$ cat config.mk
export PLATFORM = sky130hd
export DESIGN_NAME = oll_queue
export DESIGN_NICKNAME = d
export VERILOG_FILES = /design/src/rtl/core/offset_to_line_lookup_unit_macros.svh /design/src/rtl/core/oll_pkg.sv /design/src/rtl/core/oll_queue.sv
export SDC_FILE = /design/constraint.sdc
export NUM_CORES = 1
export LEC_CHECK = 0
export ABC_AREA = 0
export BUFFER_PORTS_ARGS = -buffer_cell sky130_fd_sc_hd__buf_2
export CORE_ASPECT_RATIO = 0.5
export CORE_MARGIN = 3
export CORE_UTILIZATION = 52
export CTS_CLUSTER_SIZE = 40
export DETAILED_ROUTE_END_ITERATION = 8
export PLACE_DENSITY_LB_ADDON = 0.2
export SYNTH_ARGS = -nofsm -noshare
export SYNTH_HDL_FRONTEND = slang
export SYNTH_SLANG_ARGS = --single-unit
$ cat constraint.sdc
create_clock -name clk -period 3.5 [get_ports clk]
set_input_delay 0.525 -clock clk [delete_from_list [all_inputs] [get_ports clk]]
set_output_delay 0.525 -clock clk [all_outputs]
set_load 0.01 [all_outputs]
$ cat src/rtl/core/offset_to_line_lookup_unit_macros.svh
// assertion macros for the offset to line lookup unit
// no dependencies; the bodies are empty when SYNTHESIS is defined
`ifndef OFFSET_TO_LINE_LOOKUP_UNIT_MACROS_SVH
`define OFFSET_TO_LINE_LOOKUP_UNIT_MACROS_SVH
`ifndef SYNTHESIS
// antecedent implies consequent in the same cycle
`define OLL_ASSERT_SAME(lbl, clk, rst_n, ante, cons, msg) \
	lbl: assert property (@(posedge clk) disable iff (!rst_n) (ante) |-> (cons)) \
		else $error(msg);
// antecedent implies consequent in the next cycle
`define OLL_ASSERT_NEXT(lbl, clk, rst_n, ante, cons, msg) \
	lbl: assert property (@(posedge clk) disable iff (!rst_n) (ante) |=> (cons)) \
		else $error(msg);
`else
`define OLL_ASSERT_SAME(lbl, clk, rst_n, ante, cons, msg)
`define OLL_ASSERT_NEXT(lbl, clk, rst_n, ante, cons, msg)
`endif
`endif

$ cat src/rtl/core/oll_pkg.sv
// shared types and constants of the offset to line lookup unit
// no dependencies
package oll_pkg;

	localparam int unsigned OLL_MAX_LINES = 1024;
	localparam int unsigned OFS_W         = 32;
	localparam int unsigned LN_W          = 11;

	typedef enum logic {
		CMD_APPEND = 1'b0,
		CMD_LOOKUP = 1'b1
	} cmd_t;

	typedef enum logic [1:0] {
		ST_OK    = 2'd0,
		ST_FULL  = 2'd1,
		ST_BELOW = 2'd2,
		ST_ORDER = 2'd3
	} status_t;

	// what the back end has to do with a queued item
	typedef enum logic [1:0] {
		K_RESULT = 2'd0,
		K_WRITE  = 2'd1,
		K_SEARCH = 2'd2
	} kind_t;

	typedef enum logic {
		B_IDLE,
		B_SEARCH
	} back_state_t;

	typedef struct packed {
		kind_t              kind;
		status_t            status;
		logic [OFS_W-1:0]   value;
	} op_t;

	typedef struct packed {
		logic [LN_W-1:0]    line_number;
		logic [OFS_W-1:0]   line_start;
		logic [OFS_W-1:0]   rel_offset;
		status_t            status;
	} res_t;

endpackage

$ cat src/rtl/core/oll_queue.sv
// two entry queue between front and back end
// depends on oll_pkg
module oll_queue #(
	parameter int unsigned IDX_W = 10
) (
	input  logic             clk,
	input  logic             arst_n,
	input  logic             push,
	input  oll_pkg::op_t     data_in,
	input  logic [IDX_W-1:0] idx_in,
	output logic             full,
	input  logic             pop,
	output logic             empty,
	output oll_pkg::op_t     data_out,
	output logic [IDX_W-1:0] idx_out
);
	import oll_pkg::*;

	op_t              data_q [2];
	logic [IDX_W-1:0] idx_q  [2];
	logic             wr_ptr_q;
	logic             rd_ptr_q;
	logic [1:0]       cnt_q;

	assign full     = (cnt_q == 2'd2);
	assign empty    = (cnt_q == 2'd0);
	assign data_out = data_q[rd_ptr_q];
	assign idx_out  = idx_q[rd_ptr_q];

	always_ff @(posedge clk) begin
		if (push && !full) begin
			data_q[wr_ptr_q] <= data_in;
			idx_q[wr_ptr_q]  <= idx_in;
		end
	end

	always_ff @(posedge clk or negedge arst_n) begin
		if (!arst_n) begin
			wr_ptr_q <= 1'b0;
			rd_ptr_q <= 1'b0;
			cnt_q    <= 2'd0;
		end else begin
			if (push && !full) begin
				wr_ptr_q <= !wr_ptr_q;
			end
			if (pop && !empty) begin
				rd_ptr_q <= !rd_ptr_q;
			end
			cnt_q <= cnt_q + 2'((push && !full) ? 1 : 0) - 2'((pop && !empty) ? 1 : 0);
		end
	end

endmodule

## Yosys cells after proc, flatten, opt, wreduce, memory -nomap -nowiden

Memories as Yosys holds them, arrays and structs flattened.
Cells that the tools add are included.

| cells by class | value |
|---|---|
| equality and inequality tests | 1 |
| div/mod/pow operators | 0 |
| reduce and logical (&&, ||, !) cells | 7 |
| bitwise gates (word level) | 0 |
| muxes and demuxes | 4 |
| shift operators | 0 |
| multipliers | 0 |
| add/sub/neg operators | 2 |
| $lt $le $gt $ge | 0 |

Operators by type and width:

| operator | count |
|---|---|
| $logic_not A1 Y1 | 4 |
| $mux W1 | 4 |
| $add A2 B1 Y2 | 1 |
| $eq A2 B2 Y1 const B | 1 |
| $logic_and A1 B1 Y1 | 2 |
| $logic_not A2 Y1 | 1 |
| $sub A2 B1 Y2 | 1 |

| word-level totals | value |
|---|---|
| RAM bits | 92 |
| logic and storage cells | 19 |
| memory bits (read-only) | 0 |
| bits in registers | 4 |
| memories kept | 2 |
| output and inout bits | 48 |
| bits in latches | 0 |
| input port bits | 50 |

Memory list:

| memory | words | bits a word | read ports | clocked after Yosys merged registers in | wr ports | line | RTL |
|---|---|---|---|---|---|---|---|
| data_q | 2 | 36 | 1 | 0 | 1 | oll_queue.sv:19 | `op_t data_q [2];` |
| idx_q | 2 | 10 | 1 | 0 | 1 | oll_queue.sv:20 | `logic [IDX_W-1:0] idx_q [2];` |

## Depth between registers and ports, before layout

| depth | value |
|---|---|
| depth after elaboration | 6 |
| mapped depth | 7 |
| gate-level depth less buffers | 7 |

## Least setup slack after synthesis

OpenSTA, ideal clock, no wires.

| timing | value |
|---|---|
| path type | input to register |
| from | in push |
| to | mem data_q[0][0] (netlist name), enable pin |
| cell stages on the path | 2 |
| setup time | 0.450 ns |
| setup slack | 0.499 ns |
| buffers on the path | 0 |
| data arrival time | 2.551 ns |
| data required time | 3.050 ns |
| cell sequence | nand2_1 -> nor2_1 |

| on the way | value |
|---|---|
| longest elaborated chain between the ends | 3 |

Ends and longest elaborated chain:

| element | line | RTL |
|---|---|---|
| from (decl) | oll_queue.sv:8 | `input logic push,` |
| $logic_and A1 B1 Y1 | oll_queue.sv:31 | `if (push && !full) begin` |
| $mux W1 | oll_queue.sv:31 |  |
| $mux W1 (implied by the code) | oll_queue.sv:32 | `data_q[wr_ptr_q] <= data_in;` |
| to (decl) | oll_queue.sv:19 |  |

No other way between the ends.

==> run summary <==
Area Growth Syn to Fin: 24.3%
commonest non-fill, non-tap cell in the layout: buf_2
Die ar.: 8100 um^2
Hold WC Path Type: in2reg
CTS tree: yes
Post-Layout Cell Count: 362
Fillers: 442
Vert. Die Dim: 65.2 um
met2 wire len: 3120 um
worst-path maximum fanout: 21
Least-Margin Pin Slew: 1.09 ns
post-DP HPWL: 4110 um
CTS Buffer Depth: 2
LEAKAGE: 1.81 nW
fin. max-slew vios: 0
met1 wire length: 2420 um
Routed wire per std cell: 16.5 um
Final Hold Fails: 0
f_max: 405 MHz
most frequent cells in the layout: 97 x buf_2, 92 x edfxtp_1, 30 x mux2_4
fin crit period: 2.47 ns
Worst setup EP type: output pin
total gr overflow: 0
top sig layer: met4
dpl cells: 345
number of global-route vias before repair: 1989
DRT Pass-1 Iters: 4
# rows: 20
Avg Vias per Cell: 4.98
PD cells: 834 nW/um^2
drt drc: 0
post-synthesis cell type count: 15
Core Area: 6410 um^2
Tot GR Track Use: 15.9%
synthesis-stage register bit count: 96
H-tree levels: 3
final WL: 5960 um
Top Ports: 98
clk_lat worst skew: 0.33 ns
chip width: 124 um
via count: 1804
fin crit share: 70.5%
routability congestion estimate: 0.707
Synth Area per Inst: 22.6 um^2
Syn Std Cell Area: 3640 um^2
remaining antenna violation count after routing: 0
sequential area share after synthesis: 78.6%
clock transition at the registers of the reported paths: 0.06 ns
Post-CTS Setup Inserts: 0
met3 wire len: 340 um
outcome: completed
Slew Limit Headroom: 27.3%
Initial Util: 56.8%
Mapped Cells: 161
Setup CP Type: reg2out
pin count of the biggest net entering global routing: 47
Iter 0 DRT Violations: 98
r2r setup slk: 1.52 ns
# resized after CTS: 0
max_cap viols: 0
global-route wire length before repair: 9770 um
Synth Warn #: 0
# setup viols final: 0
Max Clock Skew: 0.00320 ns
initial antenna violation count: 0
CP arrival: 1.94 ns
unrepaired setup endpoints after global routing: no
clock root buffer: clkbuf_16
Synth Net Count: 213
CTS Buf Count: 9
Antenna diodes: 0
Peak VDD IR: 0.657 mV
TNS Setup: 0 ns
ratio of cells with drive above 1 in the final layout: 59.9%
clock tree sinks: 96
fin nets: 321
CP Launch Type: register
number of port buffers: 97
Worst Path Required: 2.97 ns
-- worst paths after layout --
| kind | startpoint | endpoint | cells past startpoint |
|---|---|---|---|
| max | rd_ptr_q | data_out[26] | 3 |
| min in group asynchronous | arst_n | wr_ptr_q | 2 |
| max reg2reg | cnt_q[1] | data_q[0][28] | 4 |
| max in group asynchronous | arst_n | rd_ptr_q | 2 |
| min | data_in[13] | data_q[1][13] | 1 |
| min reg2reg | cnt_q[1] | cnt_q[1] | 1 |
-- per-layer routing --
layer | vias to the layer above | track usage [%]
met3 | 11 | 5.44
li1 | 846 | -
met5 | - | 0
met1 | 887 | 18.8
met2 | 60 | 27.4
met4 | 0 | 6.56
-- registers in the layout (all words and copies together), names as in the netlist --
name / flops
idx_q: 20
data_q: 72
rd_ptr_q: 1
cnt_q: 2
wr_ptr_q: 1
-- synthesized netlist by cell type --
cell type  instances  share of area [%]
edfxtp_1          92                 76
ha_1               2               0.69
nand2b_1           1               0.17
nand2_1            1               0.10
nor2_1             2               0.21
inv_1              2               0.21
xor2_1             1               0.24
and3_1             1               0.17
mux2_4            30                 12
dfrtp_1            4                2.7
mux2_2            16                4.9
buf_6              4                1.2
buf_2              1               0.14
nor2b_1            1               0.17
xnor2_1            3               0.72
-- power by group --
part | leakage (nW) | internal (W) | switching (W) | total, W
registers | 0.900 | 0.00158 | 0.000131 | 0.00171
logic | 0.774 | 0.000594 | 0.000546 | 0.00114
clock network | 0.136 | 0.000545 | 0.000379 | 0.000924
total | 1.81 | 0.00272 | 0.00106 | 0.00377
-- final cells by class --
cell class | count | area, um^2 | area share [%]
multi-input combinational | 58 | 729 | 16.1
clock inverter | 7 | 62.6 | 1.38
inverter | 2 | 7.51 | 0.166
timing repair buffer | 102 | 526 | 11.6
sequential | 96 | 2860 | 63.3
clock buffer | 9 | 225 | 4.98
tap | 88 | 110 | 2.43
-- per-stage QoR --
stage | setup slack (ns) | hold slack, ns | cell area (um^2) | util (%) | total power, W
global route | 0.919 | 0.364 | 4520 | 70.6 | 0.00398
finish | 1.03 | 0.379 | 4520 | 70.6 | 0.00377
CTS | 0.986 | 0.366 | 4520 | 70.6 | 0.00383
floorplan | 0.499 | 0.229 | 3640 | - | 0.00252
global placement | 1.38 | 0.338 | 4230 | 66.0 | 0.00287
detailed placement | 1.37 | 0.343 | 4230 | 66.0 | 0.00290
-- cells by family after synthesis --
| logic type | count (synthesis) | synth area share, % |
|---|---|---|
| buffers and inverters | 7 | 1.58 |
| muxes | 46 | 17.3 |
| and+or+nand+nor | 6 | 0.825 |
| DFF | 96 | 78.6 |
| adders and majority gates | 2 | 0.687 |
| xor gates and xnor gates | 4 | 0.962 |
-- worst max-delay path, cell delays in order, from the launching register on --
cell	delay (ns)
dfrtp_2	0.74
buf_4	0.39
mux2_4	0.33
buf_2	0.14
-- what timing repair did --
action / in CTS / in global routing
hold buffers: 1 / 0
hold endpoints to repair: 4 / 0
setup endpoints to repair: 0 / 0
Power figures use the tool's default switching activity.
