<file path="config.mk">
export PLATFORM = sky130hd
export DESIGN_NAME = oll_front
export DESIGN_NICKNAME = d
export VERILOG_FILES = /design/src/rtl/core/offset_to_line_lookup_unit_macros.svh /design/src/rtl/core/oll_pkg.sv /design/src/rtl/core/oll_front.sv
export SDC_FILE = /design/constraint.sdc
export NUM_CORES = 1
export LEC_CHECK = 0
export BUFFER_PORTS_ARGS = -buffer_cell sky130_fd_sc_hd__buf_4
export CAP_MARGIN = 20
export CORE_UTILIZATION = 40
export DETAILED_ROUTE_END_ITERATION = 10
export SETUP_SLACK_MARGIN = 0.15
export SLEW_MARGIN = 10
export SYNTH_ARGS = -nofsm -noshare
export SYNTH_HDL_FRONTEND = slang
export SYNTH_SLANG_ARGS = --single-unit
</file>
<file path="constraint.sdc">
create_clock -name clk -period 7.1 [get_ports clk]
set_input_delay 1.42 -clock clk [delete_from_list [all_inputs] [get_ports clk]]
set_output_delay 1.42 -clock clk [all_outputs]
set_load 0.1 [all_outputs]
</file>
<file path="src/rtl/core/offset_to_line_lookup_unit_macros.svh">
// assertion macros for the offset to line lookup unit
// no dependencies; the bodies are empty when SYNTHESIS is defined
`ifndef OFFSET_TO_LINE_LOOKUP_UNIT_MACROS_SVH
`define OFFSET_TO_LINE_LOOKUP_UNIT_MACROS_SVH
`ifndef SYNTHESIS
// antecedent implies consequent in the same cycle
`define OLL_ASSERT_SAME(lbl, clk, rst_n, ante, cons, msg) \
	lbl: assert property (@(posedge clk) disable iff (!rst_n) (ante) |-> (cons)) \
		else $error(msg);
// antecedent implies consequent in the next cycle
`define OLL_ASSERT_NEXT(lbl, clk, rst_n, ante, cons, msg) \
	lbl: assert property (@(posedge clk) disable iff (!rst_n) (ante) |=> (cons)) \
		else $error(msg);
`else
`define OLL_ASSERT_SAME(lbl, clk, rst_n, ante, cons, msg)
`define OLL_ASSERT_NEXT(lbl, clk, rst_n, ante, cons, msg)
`endif
`endif

</file>
<file path="src/rtl/core/oll_pkg.sv">
// shared types and constants of the offset to line lookup unit
// no dependencies
package oll_pkg;

	localparam int unsigned OLL_MAX_LINES = 1024;
	localparam int unsigned OFS_W         = 32;
	localparam int unsigned LN_W          = 11;

	typedef enum logic {
		CMD_APPEND = 1'b0,
		CMD_LOOKUP = 1'b1
	} cmd_t;

	typedef enum logic [1:0] {
		ST_OK    = 2'd0,
		ST_FULL  = 2'd1,
		ST_BELOW = 2'd2,
		ST_ORDER = 2'd3
	} status_t;

	// what the back end has to do with a queued item
	typedef enum logic [1:0] {
		K_RESULT = 2'd0,
		K_WRITE  = 2'd1,
		K_SEARCH = 2'd2
	} kind_t;

	typedef enum logic {
		B_IDLE,
		B_SEARCH
	} back_state_t;

	typedef struct packed {
		kind_t              kind;
		status_t            status;
		logic [OFS_W-1:0]   value;
	} op_t;

	typedef struct packed {
		logic [LN_W-1:0]    line_number;
		logic [OFS_W-1:0]   line_start;
		logic [OFS_W-1:0]   rel_offset;
		status_t            status;
	} res_t;

endpackage

</file>
<file path="src/rtl/core/oll_front.sv">
// front end: takes input transfers, checks them against the table state and queues work
// depends on oll_pkg
module oll_front #(
	parameter int unsigned MAX_LINES = oll_pkg::OLL_MAX_LINES,
	localparam int unsigned IDX_W = $clog2(MAX_LINES)
) (
	input  logic                     clk,
	input  logic                     arst_n,
	input  logic                     in_valid,
	output logic                     in_ready,
	input  logic                     cmd,
	input  logic [oll_pkg::OFS_W-1:0] offset,
	input  logic                     cfg_we,
	input  logic [oll_pkg::OFS_W-1:0] cfg_wdata,
	input  logic                     q_full,
	output logic                     q_push,
	output oll_pkg::op_t             q_data,
	output logic [IDX_W-1:0]         q_idx
);
	import oll_pkg::*;

	localparam int unsigned CNT_W = $clog2(MAX_LINES + 1);

	logic [CNT_W-1:0] count_q;
	logic [OFS_W-1:0] last_q;
	logic [OFS_W-1:0] base_q;
	logic [CNT_W-1:0] count_m1;
	logic             grow;

	assign in_ready = !q_full;
	assign q_push   = in_valid && !q_full;
	assign count_m1 = count_q - CNT_W'(1);

	always_comb begin
		q_data.kind   = K_RESULT;
		q_data.status = ST_OK;
		q_data.value  = '0;
		q_idx         = count_m1[IDX_W-1:0];
		grow          = 1'b0;
		if (cmd == CMD_LOOKUP) begin
			if (offset < base_q) begin
				q_data.status = ST_BELOW;
			end else begin
				q_data.kind  = K_SEARCH;
				q_data.value = offset - base_q;
			end
		end else begin
			if (count_q == CNT_W'(MAX_LINES)) begin
				q_data.status = ST_FULL;
			end else if (offset <= last_q) begin
				q_data.status = ST_ORDER;
			end else begin
				q_data.kind  = K_WRITE;
				q_data.value = offset;
				q_idx        = count_q[IDX_W-1:0];
				grow         = 1'b1;
			end
		end
	end

	always_ff @(posedge clk or negedge arst_n) begin
		if (!arst_n) begin
			count_q <= CNT_W'(1);
			last_q  <= '0;
			base_q  <= '0;
		end else begin
			if (q_push && grow) begin
				count_q <= count_q + CNT_W'(1);
				last_q  <= offset;
			end
			if (cfg_we) begin
				base_q <= cfg_wdata;
			end
		end
	end

endmodule

</file>
---- Yosys cells after proc, flatten, opt, wreduce, memory -nomap -nowiden ----
Index checks and enable logic that the tools add are counted.
word-level totals
  register bits after elaboration ......... 75
  input port bits ......................... 70
  output and inout bits ................... 48
  logic and storage cells ................. 28
cells by class
  add/sub/neg operators ................... 3
  order comparisons ....................... 2
  eq/ne operators ......................... 1
  multiplexer cells ....................... 16
  reduce and logical (&&, ||, !) cells .... 3
operators by type and width
  operator               number
  $mux 32                3
  $mux 36                1
  $le 32x32->1           1
  $lt 32x32->1           1
  $sub 32x32->32         1
  $mux 10                3
  $add 11x1->11 const B  1
  $eq 11x11->1 const B   1
  $mux 2                 5
  $sub 10x1->10 const B  1
  $mux 1                 4
  $logic_and 1x1->1      2
  $logic_not 1->1        1

---- Logic depth before layout (Yosys ltp) ----
Gate-level depths: netlist (run 1).
  depth after elaboration ................. 5
  gate-level depth with buffers ........... 12
  gate-level depth less buffers ........... 12

---- Worst setup path after synthesis (run 1) ----
No wires, ideal clock.
  path kind ............................... input to output
  from .................................... input port offset[13] in the netlist's numbering
  to ...................................... output port q_idx[1]
  arrival ................................. 5096 ps
  data required time ...................... 5680 ps
  path slack .............................. 584 ps
  stages on the path ...................... 7
  buffers on the path ..................... 1
  cell sequence ........................... ha_1 -> nand4_1 -> or4_1 -> nor3_1 -> nor3_1 -> clkbuf_1 -> o21ai_0
between the ends
  longest elaborated chain between the ends .. 4
RTL lines
  what                RTL line         source
  start: declaration  oll_front.sv:12  input logic [oll_pkg::OFS_W-1:0] offset,
  $le 32x32->1        oll_front.sv:50  end else if (offset <= last_q) begin
  $mux 10             oll_front.sv:50
  $mux 10             oll_front.sv:48  if (count_q == CNT_W'(MAX_LINES)) begin
  $mux 10             oll_front.sv:40  if (cmd == CMD_LOOKUP) begin
  end: declaration    oll_front.sv:18  output logic [IDX_W-1:0] q_idx
Every way passes these cells.

==> results of run 1 <==
==> kinds of logic (layout without fill, tap and decap cells) <==
| group | count (synthesis) | count (layout) | share of synthesized area |
|---|---|---|---|
| compound gates | 183 | 183 | 0.209 |
| simple gates | 156 | 156 | 0.128 |
| buf+inv | 100 | 212 | 0.0698 |
| flops | 75 | 75 | 0.318 |
| fa+ha+maj | 67 | 67 | 0.143 |
| xor+xnor | 45 | 45 | 0.0668 |
| mux | 34 | 34 | 0.0647 |
==> critical path, stage by stage <==
cell,delay (ns)
buf_4,0.09
inv_1,0.06
ha_1,0.21
inv_1,0.07
fa_1,0.23
a211oi_1,0.11
o211a_1,0.27
o31a_1,0.33
o21ai_1,0.44
o2bb2ai_1,0.19
o221a_2,0.51
buf_4,0.33
a22o_1,0.18
buf_4,0.29
==> cell usage after synthesis (10+ instances only) <==
master and number:
o21ai_0 54, a21o_1 11, xor2_1 24, clkbuf_1 15, a21oi_1 40, nand2_1 62, dfrtp_1 74, nand4_1 10
ha_1 66, nor3_1 11, inv_1 75, a22o_1 31, nor2_1 30, mux2_2 33, xnor2_1 21
==> metrics by stage <==
step / hold WS [ns] / utilization / total power, W / std cells / area [sq um]
floorplan: 0.443 / - / 0.00200 / 660 / 5900
global placement: 0.460 / 0.477 / 0.00235 / 940 / 6910
detailed placement: 0.467 / 0.477 / 0.00238 / 940 / 6910
CTS: 0.479 / 0.503 / 0.00298 / 956 / 7290
global route: 0.513 / 0.503 / 0.00313 / 956 / 7290
finish: 0.478 / 0.503 / 0.00296 / 956 / 7290
==> how the worst max path moves through the flow <==
stage / slack [ns] / to / cells past startpoint / startpoint
after global placement: 1.07 / q_data[20] / 14 / offset[0]
after CTS: 0.92 / q_data[15] / 14 / offset[0]
after detailed placement: 0.94 / q_data[15] / 14 / offset[0]
after floorplan: 0.58 / q_idx[1] / 7 / offset[13]
after global routing: 0.73 / q_data[6] / 14 / offset[0]
final: 0.93 / q_data[15] / 14 / offset[0]
==> power groups by stage <==
stage               clock network, W  logic [W]  registers, W
global route                0.000611    0.00188      0.000636
CTS                         0.000596    0.00176      0.000619
detailed placement                 0    0.00175      0.000627
floorplan                          0    0.00141      0.000598
finish                      0.000583    0.00175      0.000619
global placement                   0    0.00173      0.000619
==> per-layer routing <==
metal	track usage	part of all wire	up-vias
li1	-	-	2554
met1	0.274	0.47	2458
met2	0.347	0.47	140
met3	0.0360	0.047	14
met4	0.0753	0.015	0
met5	0	0	-
==> registers in the layout, summed over array words and instances (netlist names) <==
signal,flops
base_q,32
count_q,11
last_q,32
==> layout make-up <==
cell class,count,area [sq um],area share
multi-input combinational,485,3610,0.496
sequential,75,1880,0.258
timing repair buffer,121,908,0.125
inverter,75,282,0.0386
clock buffer,12,256,0.0352
tap,184,230,0.0316
clock inverter,4,120,0.0165
==> placed cells by master, fill, tap and decap left out, types with 5 or more instances in the layout <==
cell type	netlist	routed
buf_4	2	121
inv_1	75	75
dfrtp_1	74	74
ha_1	66	66
nand2_1	62	62
o21ai_0	54	54
a21oi_1	40	40
mux2_2	33	33
a22o_1	31	31
nor2_1	30	30
xor2_1	24	24
xnor2_1	21	21
a21o_1	11	11
nand4_1	10	10
nor3_1	11	10
clkbuf_16	0	9
nand3_1	8	8
nand2b_1	6	6
nor2b_1	6	6
o21a_1	6	6
a211o_1	6	6
o211ai_1	5	5
==> results.json, run 1 <==
{
  "overflow": 0,
  "drt-wirelength-per-cell_microns": 16.0,
  "seq_area_frac_synth": 0.318,
  "yosys-top-cells-area": "dfrtp_1 (31%), ha_1 (14%), mux2_2 (6.3%)",
  "ys_seq_elements": 75,
  "r2r-start": "last_q[23]",
  "hold_violations": 0,
  "nets": 904,
  "fill_cells": 1376,
  "whs_path_depth": 1,
  "vias": 5166,
  "power_leakage_nw": 3.62,
  "gr-usage-all-layers": 0.210,
  "wl_mm": 15.3,
  "die_h_microns": 123,
  "row_count": 44,
  "worstSkewPairLatency_ns": 0.35,
  "grt_pass1_vias": 4958,
  "swShare": 0.503,
  "tightest_slew_ns": 0.973,
  "slew_headroom": 0.351,
  "area_growth_pct": 23.6,
  "synth_ff_type": "dfrtp_1",
  "slew_viol_final": 0,
  "drtAntennaViolNets": 0,
  "arrival_ns": 4.75,
  "r2r-end": "count_q[7]",
  "cts_resized": 0,
  "cts_htree_levels": 3,
  "synth_cell_types": 61,
  "postCtsHoldBufs": 0,
  "n_antenna_cell": 0,
  "p_per_area_mw_per_mm2": 406,
  "timing_worst_setup_path_type": "in -> out",
  "worstSetupEndpointType": "output pin",
  "fin_ws_ns": 0.935,
  "reg2reg_slack_ns": 3.66,
  "die_area_sq_mm": 0.0152,
  "p_int_w": 0.00147,
  "place.gp.congestion": 0.856,
  "pwr-share-seq": 0.209,
  "place_hpwl_mm": 11.4,
  "synth_top_area_share": 0.314,
  "cts_tree": "built",
  "skew_ns": 0.00665,
  "fp.coreArea_sq_mm": 0.0145,
  "required_ns": 5.68,
  "start_util": 0.407,
  "grt_max_degree": 76,
  "synth_top_area_cell": "dfrtp_1",
  "cts_root_buf": "clkbuf_16",
  "timing.fmax_mhz": 162,
  "synth_cells": 660,
  "synth_edf_count": 0,
  "finalCritPeriodShare": 0.868,
  "drive_gt1_frac": 0.238,
  "grt_pass1_wl_mm": 24.4,
  "reg2reg_depth": 11,
  "clkPwrFrac": 0.197,
  "synthesis.area_sq_mm": 0.00590,
  "rsz0062_at_grt": "false",
  "hold_start": "count_q[10]",
  "combPwrFrac": 0.593,
  "io_pins": 118,
  "critPathLaunchType": "input port",
  "cts_sinks": 75,
  "worst_hold_path.endpoint": "count_q[10]",
  "switching_power_w": 0.00149,
  "path_max_fanout": 18,
  "fin_crit_ns": 6.17,
  "post_cts_buffers": 0,
  "drc": 0,
  "cts.clk_slew.worst_paths_ns": 0.06,
  "drtPass1Iterations": 5,
  "drv_cap": 0,
  "async_flop_share": 1.00,
  "dieWidth_microns": 123,
  "synth_warnings": 0,
  "status": "completed",
  "viasPerCell": 5.40,
  "hp-class": "reg -> reg",
  "dp_slack_ns": 0.938,
  "drtIter0Drc": 307,
  "antenna_found_initial": 0,
  "synth_area_per_cell_sq_um": 8.94,
  "portBuffers": 117,
  "clock_path_buffers": 2,
  "syn_nets": 797,
  "fin_setup_tns_ns": 0,
  "setup_viol": 0,
  "peakVddDrop_v": 0.000214,
  "cts_buffers": 9
}
(Power assumes the default switching activity.)
==> run 2: changes to the inputs <==
Settings changed: CAP_MARGIN 20 to 30, CORE_UTILIZATION 40 to 30, PLACE_DENSITY set to 0.51.
==> run 2 against run 1 <==
Wire length rose by 7.5%. Clock power fell by 19%. Non-clock buffer count rose by 3. Via count fell by 1.1%. Hold slack got worse by 0.0043 ns. Sequential share of layout area fell by 0.20 points. Sequential power barely moved. Flip-flop and latch count did not move. Design area rose by 0.77%. Global-route usage fell by 4.0 points. Worst setup slack improved by 0.13 ns. Power fell by 3.3%. Critical path type unchanged.
==> results.json, run 2 (synthesis results as in run 1) <==
{
  "required_ns": 5.68,
  "reg2reg_slack_ns": 3.60,
  "io_pins": 118,
  "cts_tree": "built",
  "viasPerCell": 4.93,
  "overflow": 0,
  "setup_viol": 0,
  "cts.clk_slew.worst_paths_ns": 0.07,
  "r2r-start": "last_q[31]",
  "hold_start": "count_q[10]",
  "dieWidth_microns": 142,
  "post_dp_cell_area_sq_mm": 0.00705,
  "drt-wirelength-per-cell_microns": 15.9,
  "antenna_found_initial": 0,
  "nets": 907,
  "placed_cells": 1019,
  "worstSkewPairLatency_ns": 0.34,
  "die_h_microns": 142,
  "rsz0062_at_grt": "false",
  "mostFrequentLayoutCells": "buf_4 (123), inv_1 (75), dfrtp_1 (74)",
  "groute.layer.met1.usage": 0.224,
  "wl_mm": 16.4,
  "post_cts_buffers": 0,
  "die_area_sq_mm": 0.0202,
  "grt_max_degree": 64,
  "timing_worst_setup_path_type": "in -> out",
  "slew_viol_final": 0,
  "drive_gt1_frac": 0.240,
  "area_growth_pct": 24.5,
  "worstSetupEndpointType": "output pin",
  "critPathLaunchType": "input port",
  "postCtsHoldBufs": 0,
  "hp-class": "reg -> reg",
  "vias": 5107,
  "drtPass1Iterations": 4,
  "grtUsageMet2": 0.281,
  "place.gp.congestion": 0.862,
  "drc": 0,
  "cts_resized": 0,
  "skew_ns": 0.0121,
  "portBuffers": 117,
  "slew_headroom": 0.588,
  "tightest_slew_ns": 0.617,
  "grt_pass1_wl_mm": 26.7,
  "grt_busiest_layer": "met2",
  "fin_cells": 1035,
  "row_count": 50,
  "finalCritPeriodShare": 0.849,
  "p_per_area_mw_per_mm2": 389,
  "final_area_sq_mm": 0.00734,
  "drtAntennaViolNets": 0,
  "fin_crit_ns": 6.03,
  "status": "completed",
  "peakVddDrop_v": 0.000170,
  "gr-usage-all-layers": 0.170,
  "path_max_fanout": 13,
  "fill_cells": 1950,
  "fin_setup_tns_ns": 0,
  "timing.fmax_mhz": 166,
  "cts_root_buf": "clkbuf_16",
  "clock_path_buffers": 2,
  "n_antenna_cell": 0,
  "fp.coreArea_sq_mm": 0.0190,
  "cts_htree_levels": 3,
  "start_util": 0.311,
  "grt_pass1_vias": 5331,
  "crit_start": "offset[0]",
  "arrival_ns": 4.61,
  "power_leakage_nw": 3.60,
  "use_met3": 0.0229,
  "reg_top3": "base_q x32, last_q x32, count_q x11",
  "hold_violations": 0,
  "total_power_w": 0.00286,
  "final_common_cell": "buf_4",
  "drv_cap": 0,
  "cts_sinks": 75,
  "drtIter0Drc": 261,
  "place_hpwl_mm": 12.8,
  "cts_buffers": 9
}
[run 2: worst paths after layout]
check                              end  depth (start not counted)
setup / recovery             q_data[3]                         15
hold / removal             count_q[10]                          1
hold reg to reg            count_q[10]                          1
min in group asynchronous    base_q[9]                          1
setup reg to reg            count_q[8]                         11
max in group asynchronous   count_q[0]                          2
[run 2: through the flow]
step                hold WS (ns)   util  setup slack (ns)
detailed placement         0.462  0.372              1.09
global route               0.487  0.387             0.835
global placement           0.459  0.370              1.16
floorplan                  0.443      -             0.584
CTS                        0.473  0.387              1.07
finish                     0.473  0.387              1.07
[run 2: routing by layer]
metal  vias to the layer above  part of all wire
met5                         -                 0
met4                         0             0.020
met3                        20             0.031
met2                        92              0.47
met1                      2447              0.48
li1                       2548                 -
[run 2: cell type report]
class / instances / area, sq um / share of cell area
Clock inverter: 5 / 62.6 / 0.00852
Timing Repair Buffer: 124 / 951 / 0.129
Tap cell: 260 / 325 / 0.0443
Sequential cell: 75 / 1880 / 0.256
Multi-Input combinational cell: 485 / 3610 / 0.492
Clock buffer: 11 / 233 / 0.0317
Inverter: 75 / 282 / 0.0383
[run 2: worst max-delay path: stages]
cell and delay [ns]:
buf_4 0.11, inv_1 0.09, ha_1 0.18, inv_1 0.05, fa_1 0.41, a211oi_1 0.40
o211a_1 0.27, o31a_1 0.19, o21ai_1 0.07, buf_4 0.17, o2bb2ai_1 0.13, o221a_2 0.39
buf_4 0.24, a32o_1 0.23, buf_4 0.23
[run 2: power breakdown]
part | internal, W | switching, W
clock | 0.000275 | 0.000197
sequential | 0.000548 | 0.0000701
combinational | 0.000529 | 0.00124
